--- config.mk ---
export PLATFORM = sky130hd
export DESIGN_NAME = vtyp_sqrt
export DESIGN_NICKNAME = d
export VERILOG_FILES = /design/src/hw/rtl/vtyp_pkg.sv /design/src/hw/rtl/vtyp_sqrt.sv
export SDC_FILE = /design/constraint.sdc
export NUM_CORES = 2
export LEC_CHECK = 0
export ABC_CLOCK_PERIOD_IN_PS = 5700
export BUFFER_PORTS_ARGS = -buffer_cell sky130_fd_sc_hd__buf_4
export CAP_MARGIN = 20
export CORE_MARGIN = 2
export CORE_UTILIZATION = 60
export CTS_BUF_LIST = sky130_fd_sc_hd__clkbuf_4
export CTS_CLUSTER_DIAMETER = 120
export CTS_CLUSTER_SIZE = 12
export DETAILED_ROUTE_END_ITERATION = 8
export GPL_TIMING_DRIVEN = 0
export PLACE_DENSITY = 0.86
export SLEW_MARGIN = 20
export SYNTH_ARGS = -nofsm -noshare
export SYNTH_HDL_FRONTEND = slang
export SYNTH_SLANG_ARGS = --single-unit
--- constraint.sdc ---
create_clock -name i_clk -period 5.7 [get_ports i_clk]
set_input_delay 0.57 -clock i_clk [delete_from_list [all_inputs] [get_ports i_clk]]
set_output_delay 0.57 -clock i_clk [all_outputs]
set_load 0.03 [all_outputs]
--- src/hw/rtl/vtyp_pkg.sv ---
// Shared constants, types and the arctangent step table for the vector to
// yaw/pitch pipeline. No dependencies.
`timescale 1ns / 1ps

package vtyp_pkg;

    // Rotation stages per arctangent pipeline (12..32)
    localparam int ROTATION_STEPS = 20;
    // Result bits of the square root, one per stage
    localparam int SQRT_STEPS = 32;

    // Field widths
    localparam int IN_W  = 24;
    localparam int DEG_W = 9;
    localparam int MAG_W = 48;  // operand width of the arctangent pipeline
    localparam int CW    = 51;  // signed rotation datapath, covers 1.647 gain
    localparam int AW    = 26;  // signed angle accumulator
    localparam int OA_W  = 23;  // clamped angle, 0..90 deg in 2^-16 units
    localparam int YA_W  = 24;  // yaw angle before wrap, 0..180 deg

    // Angles in 2^-16 degree
    localparam int ANG_SH  = 16;
    localparam int ANG_45  = 45 * 65536;
    localparam int ANG_90  = 90 * 65536;
    localparam int ANG_180 = 180 * 65536;

    localparam int DEG_90  = 90;
    localparam int DEG_270 = 270;
    localparam int DEG_360 = 360;

    // Pipeline depths
    localparam int SIDE_LEN = SQRT_STEPS + 3 + ROTATION_STEPS;
    localparam int YAW_LEN  = SQRT_STEPS + 2;

    // Arctangent shortcut codes
    typedef enum logic [1:0] {
        Q_RUN,    // normal rotation result
        Q_ZERO,   // opposite side zero: 0 deg
        Q_RIGHT,  // adjacent side zero: 90 deg
        Q_HALF    // equal sides: 45 deg
    } t_quad_e;

    // Per-item sideband that travels beside the datapath
    typedef struct packed {
        logic            neg_x;
        logic            neg_y;
        logic            neg_z;
        logic            z_gt;
        logic            xy_zero;
        logic [IN_W-1:0] az;
    } t_side;

    // round(atan(2^-i) * 180/pi * 2^16)
    function automatic logic signed [AW-1:0] atan_step(input int i);
        logic signed [AW-1:0] s;
        unique case (i)
            0:  s = 26'sd2949120;
            1:  s = 26'sd1740967;
            2:  s = 26'sd919879;
            3:  s = 26'sd466945;
            4:  s = 26'sd234379;
            5:  s = 26'sd117304;
            6:  s = 26'sd58666;
            7:  s = 26'sd29335;
            8:  s = 26'sd14668;
            9:  s = 26'sd7334;
            10: s = 26'sd3667;
            11: s = 26'sd1833;
            12: s = 26'sd917;
            13: s = 26'sd458;
            14: s = 26'sd229;
            15: s = 26'sd115;
            16: s = 26'sd57;
            17: s = 26'sd29;
            18: s = 26'sd14;
            19: s = 26'sd7;
            20: s = 26'sd4;
            21: s = 26'sd2;
            22: s = 26'sd1;
            default: s = 26'sd0;
        endcase
        return s;
    endfunction

endpackage

--- src/hw/rtl/vtyp_sqrt.sv ---
// Pipelined integer square root, one result bit per stage.
// Depends on vtyp_pkg.
`timescale 1ns / 1ps

module vtyp_sqrt (
    input  logic        i_clk,
    input  logic        i_ce,
    input  logic [63:0] i_v,
    output logic [31:0] o_root
);

    logic [63:0] r_v   [vtyp_pkg::SQRT_STEPS];
    logic [63:0] r_res [vtyp_pkg::SQRT_STEPS];

    genvar k;
    generate
        for (k = 0; k < vtyp_pkg::SQRT_STEPS; k++) begin : g_stage
            localparam logic [63:0] BIT = 64'd1 << (62 - 2 * k);
            logic [63:0] v_in, res_in, t;
            logic [63:0] n_v, n_res;

            if (k == 0) begin : g_first
                assign v_in   = i_v;
                assign res_in = '0;
            end else begin : g_next
                assign v_in   = r_v[k-1];
                assign res_in = r_res[k-1];
            end

            // trial subtract of res + bit
            always_comb begin
                t = res_in + BIT;
                if (v_in >= t) begin
                    n_v   = v_in - t;
                    n_res = (res_in >> 1) + BIT;
                end else begin
                    n_v   = v_in;
                    n_res = res_in >> 1;
                end
            end

            always_ff @(posedge i_clk) begin
                if (i_ce) begin
                    r_v[k]   <= n_v;
                    r_res[k] <= n_res;
                end
            end
        end
    endgenerate

    assign o_root = r_res[vtyp_pkg::SQRT_STEPS-1][31:0];

endmodule

; ---- Word-level counts from Yosys, hierarchy flattened
; Memories as Yosys holds them, arrays and structs flattened.
; Index checks and enable logic that the tools add are counted.
; Widths: inputs -> output; s select.
[op_classes]
n_addsub = 94
order_cmp = 32
mux = 66
[ops]
columns = op, count
row1 = $mux 64, 63
row2 = $ge 64x64->1, 31
row3 = $sub 64x64->64, 31
row4 = $add 63x1->64 const B, 1
row5 = $add 63x11->64 const B, 1
row6 = $add 63x13->64 const B, 1
row7 = $add 63x15->64 const B, 1
row8 = $add 63x17->64 const B, 1
row9 = $add 63x19->64 const B, 1
row10 = $add 63x21->64 const B, 1
row11 = $add 63x23->64 const B, 1
row12 = $add 63x25->64 const B, 1
row13 = $add 63x27->64 const B, 1
row14 = $add 63x29->64 const B, 1
row15 = $add 63x3->64 const B, 1
row16 = $add 63x31->64 const B, 1
row17 = $add 63x33->64 const B, 1
row18 = $add 63x35->64 const B, 1
row19 = $add 63x37->64 const B, 1
row20 = $add 63x39->64 const B, 1
row21 = $add 63x41->64 const B, 1
row22 = $add 63x43->64 const B, 1
row23 = $add 63x45->64 const B, 1
row24 = $add 63x47->64 const B, 1
row25 = other kinds (45), 46
[totals]
reg_bits = 0
ramBits = 4096
inputBits = 66
out_inout_bits = 32
wordCells = 194
memories = 2
[memory_table]
columns = memory, depth, word_bits, read_ports, rd_clocked_by_memory_dff, wr, line
row1 = r_res, 32, 64, 32, 0, 32, vtyp_sqrt.sv:13  ; logic [63:0] r_res [vtyp_pkg::SQRT_STEPS];
row2 = r_v, 32, 64, 31, 0, 32, vtyp_sqrt.sv:12  ; logic [63:0] r_v [vtyp_pkg::SQRT_STEPS];

; ---- Logic depth before layout (Yosys ltp)
; An unclocked memory read counts as a cell.
[depth]
word_depth = 4
mapped_depth = 15
ltp_nobuf = 13

; ---- Worst setup path after synthesis
; No wires, ideal clock.
[synth_path]
kind = register to register
from = memory r_v[16][33], in the netlist r_v[1][33]
to = memory r_v[17][37], in the netlist r_v[1][101], data pin
setup_ps = 254
t_arrival_ps = 3303
required_ps = 5446
slack_ps = 2143
stages_incl_launch_ff = 12
path_buffers = 2
synth_period_minus_slack_ps = 3557
path_cell_list = edfxtp_1 -> ha_1 -> a21o_1 -> a2111oi_1 -> nor2_1 -> o41a_1 -> nor2_1 -> a21oi_1 -> or4_1 -> buf_2 -> buf_1 -> o21a_1
[synth_rtl]
columns = element, line
row1 = "start, declared", vtyp_sqrt.sv:12

==> flow_summary_export.csv <==
group,metric,value,unit
detailed_routing,drt_iter0_drc,9074,
pwr,p_clk_share,16.8,%
timing,fin_crit_sh,94.2,%
synth,synth_seq_area_share,62.8,%
setup_path,start_kind,"register",
pwr,ir_worst_vdd,0.256,mV
die,start_util,60.2,%
timing,finalHoldViolCount,0,
synth,synth_top_flop_cell,"edfxtp_1",
hold_path,hold_class,"input port to register",
layout,ff_latch_area,0.0754,mm²
setup_path,crit_family,"compound AO/OA/AOI/OAI gates",
setup_path,cp_max_fo,10,
pwr,p_int,30.1,mW
detailed_routing,drt_first_pass_iters,8,
setup_path,r2r_slack,330,ps
synth,synth_compound_area_share,9.25,%
setup_path,path_buf_inv,2,
detailed_routing,dr_total_vias,79300,
die,num_io_pins,98,
synth,yosys.area_share.simple,11.9,%
synth,syn-mean-instance-area,12.6,µm²
detailed_routing,remaining_drc_errors,0,
setup_path,path_cells,"ha_1 -> a21o_1 -> a21oi_1 -> nor3_1 -> a2111oi_0 -> nand2_1 -> a311oi_1 -> o211a_1 -> clkbuf_1 -> clkbuf_1 -> o21ai_0",
cts,cts_num_sinks,2512,
synth,synthAdderAreaFrac,5.82,%
global_route,overflow,0,
timing,setup_viol,0,
detailed_routing,wirelength,313000,µm
pwr,switchingPower,14.8,mW
die,core,0.199,mm²
synth,syn_area,0.120,mm²
run_status,outcome,"finished, final reports clean",
synth,synth_seq_cells,2512,
setup_path,cp-end-kind,"register",
die,fp.dieH,451,µm
die,core.rowCount,164,
setup_path,worstSetupPathType,"register to register",
synth,synth_top_area_share,62.8,%
synth,yosys_warnings,0,
layout,fill_cells,14500,
synth,synth_top_area_cell,"edfxtp_1",
layout,finalInstanceArea,0.128,mm²
cts,cts_tree,"built",
layout,post_layout_nonfiller_instances,12700,
timing,rsz0062_at_grt,"no",
cts,clock_latency,1460,ps
cts,cts.clk_slew.worst_paths,150,ps
pwr,swShare,33.0,%
place,placed_cell_area,0.125,mm²
layout,area_delta_synth_final,6.54,%
synth,async_reset_ff_share,0,%
setup_path,crit_slowest_cell,"a311oi_1",
synth,syn-num-nets,10100,
setup_path,crit_required,6760,ps
flow_run,drv_cap,0,
timing,clock_skew,103,ps
setup_path,endpoint,"r_v[1][861]",
setup_path,arrival,6430,ps
die,die_w,451,µm
timing,tightestPinTransition,1220,ps
pwr,combPwrFrac,26.3,%
global_route,grt_pass1_wl,467000,µm
layout,drive_gt1_share,5.50,%
setup_path,regToRegEndpoint,"r_v[1][861]",
layout,final_net_count,10600,
setup_path,reg2reg_depth,11,
pwr,seqPwrFrac,57.0,%
place,port_buffers,97,
timing,whs,236,ps
global_route,grt_pass1_vias,77900,
timing,final_max_slew_viol_count,0,
detailed_routing,wl_per_cell,24.7,µm
timing,setup_tns,0,ps
global_route,grt_max_degree,171,
setup_path,startpoint,"r_v[1][781]",
global_route,antenna_found_initial,12,
setup_path,max_stage_delay,950,ps
synth,synthCells,9507,
synth,synth_top_family_by_area,"simple AND/OR/NAND/NOR gates",
pwr,p_total,44.9,mW
place,placed_cells,12300,
die,die-area,0.204,mm²
timing,max_slew_margin,17.8,%
pwr,p_per_area,351,mW/mm²
timing,fmax,186,MHz
setup_path,timing.rr.start,"r_v[1][781]",
synth,synth-xor-area-share,6.46,%
synth,synth-edff-count,2512,
layout,multi_input_comb_area,0.0414,mm²
cts,h-tree-depth,4,
synth,yosysUniqueCellTypes,97,
cts,clockBufferDepth,3,
detailed_routing,antenna_left,0,
pwr,leakagePower,47.7,nW
place,place.gp.congestion,1.01,
synth,synthTopCellsByArea,"edfxtp_1 63%, ha_1 5.8%, xnor2_1 3.6%",
global_route,track_usage,30.3,%
timing,layout_min_cycle_time,5370,ps
setup_path,cp.depth,11,
cts,cts_buffers,227,
setup_path,path_common_cell,"clkbuf_1",
detailed_routing,vias_per_cell,6.26,
place,dp_hpwl,232000,µm
cts,ctsResizeCount,0,
cts,root_buffer,"clkbuf_4",
synth,synth.area.mux_share,0.934,%
-- stage by stage --
step / worst slack, ps / utilization (%)
final: 330 / 64.2
after CTS: 542 / 64.2
after detailed placement: 64.7 / 62.5
after global routing: 160 / 64.2
after floorplan: 2140 / -
after global placement: -17320 / 62.3
-- final cells by class --
type                            count  share of cell area, %
Clock inverter                     16                  0.145
Clock buffer                      227                   1.33
Antenna cell                       16                 0.0313
Buffer                            186                  0.563
Sequential cell                  2512                   59.0
Inverter                          689                   2.02
Timing Repair Buffer              246                   1.98
Tap cell                         2656                   2.60
Multi-Input combinational cell   6120                   32.3
-- power groups by stage --
| stage | clock network, mW | logic (mW) | registers [mW] |
|---|---|---|---|
| CTS | 7.57 | 11.6 | 25.5 |
| global route | 8.30 | 12.9 | 25.8 |
| finish | 7.53 | 11.8 | 25.6 |
| detailed placement | 0 | 11.4 | 26.0 |
| global placement | 0 | 11.2 | 26.6 |
| floorplan | 0 | 8.33 | 24.9 |
-- worst min path at each step --
| stage | from | endpoint | slack [ps] | depth (start not counted) |
|---|---|---|---|---|
| floorplan | r_v[1][647] | r_v[1][711] | 420 | 0 |
| global placement | r_v[0][916] | r_v[0][980] | 430 | 0 |
| detailed placement | r_v[1][384] | r_v[1][448] | 430 | 0 |
| CTS | i_v[39] | r_res[0][62] | 130 | 5 |
| global route | i_v[61] | r_res[0][62] | 170 | 5 |
| finish | i_v[61] | r_res[0][62] | 240 | 5 |
-- synth_stat cells (71+ instances only) --
library cell,n
nor3_1,254
xor2_1,398
edfxtp_1,2512
nor2_1,670
inv_1,686
nand2_1,579
nand4_1,157
ha_1,558
nor2b_1,71
a21oi_1,634
clkbuf_1,160
or3_1,88
o21a_1,100
nor4_1,348
xnor2_1,488
mux2_2,96
nand2b_1,108
a21o_1,249
o21ai_0,400
nand3_1,147
-- what timing repair did --
action	in CTS	in global routing
setup endpoints to repair	0	0
hold buffers	131	0
buffers inserted	0	0
hold endpoints to repair	223	0
-- state kept, by name (all words and copies together) (netlist names) --
name and flops:
r_v 1984, r_res 528
-- layout by cell type, fill, tap and decap left out, drive strengths merged, types with 18 or more instances in the layout --
cell	netlist	final
or4	71	71
dlygate4sd3	0	131
o21ai	403	403
nand3b	34	34
ha	558	558
and3	46	46
nand4	157	157
o211ai	42	42
nor3b	25	25
nor2b	71	71
nor4	349	349
o21bai	49	49
edfxtp	2512	2512
xor2	398	398
nand2	580	580
or2	36	36
clkbuf	160	387
nor2	671	671
and4	18	18
buf	26	141
nand4b	27	27
a211oi	40	40
xnor2	488	488
a21o	249	249
a21oi	634	634
or3	89	89
o21a	100	100
mux2	96	96
a31oi	50	50
nand2b	108	108
inv	688	696
a21boi	23	23
nor4b	46	46
nand3	148	148
o31ai	33	33
and2	28	28
nor3	255	255
-- tightest hold or removal path: cells and delay by family --
family	cells	cell delay, ps
compound gates	1	150
buf+inv	2	640
simple gates	2	140
-- routing by layer --
metal | part of all wire (%) | wire [µm] | vias to the layer above | track usage (%)
met3 | 6.4 | 20100 | 898 | 4.35
met1 | 37 | 115000 | 38400 | 35.8
li1 | - | - | 36400 | -
met5 | 0 | 0 | - | 0
met4 | 6.7 | 21100 | 0 | 17.8
met2 | 50 | 157000 | 3657 | 52.7
-- cells by family after synthesis --
group / after synthesis
AO/OA/AOI/OAI: 1792
XOR/XNOR: 886
adder cells (fa/ha/maj): 558
buffers and inverters: 875
flip-flops: 2512
multiplexers: 100
AND/OR/NAND/NOR: 2784
No activity file was read; power rests on OpenSTA's default activity.
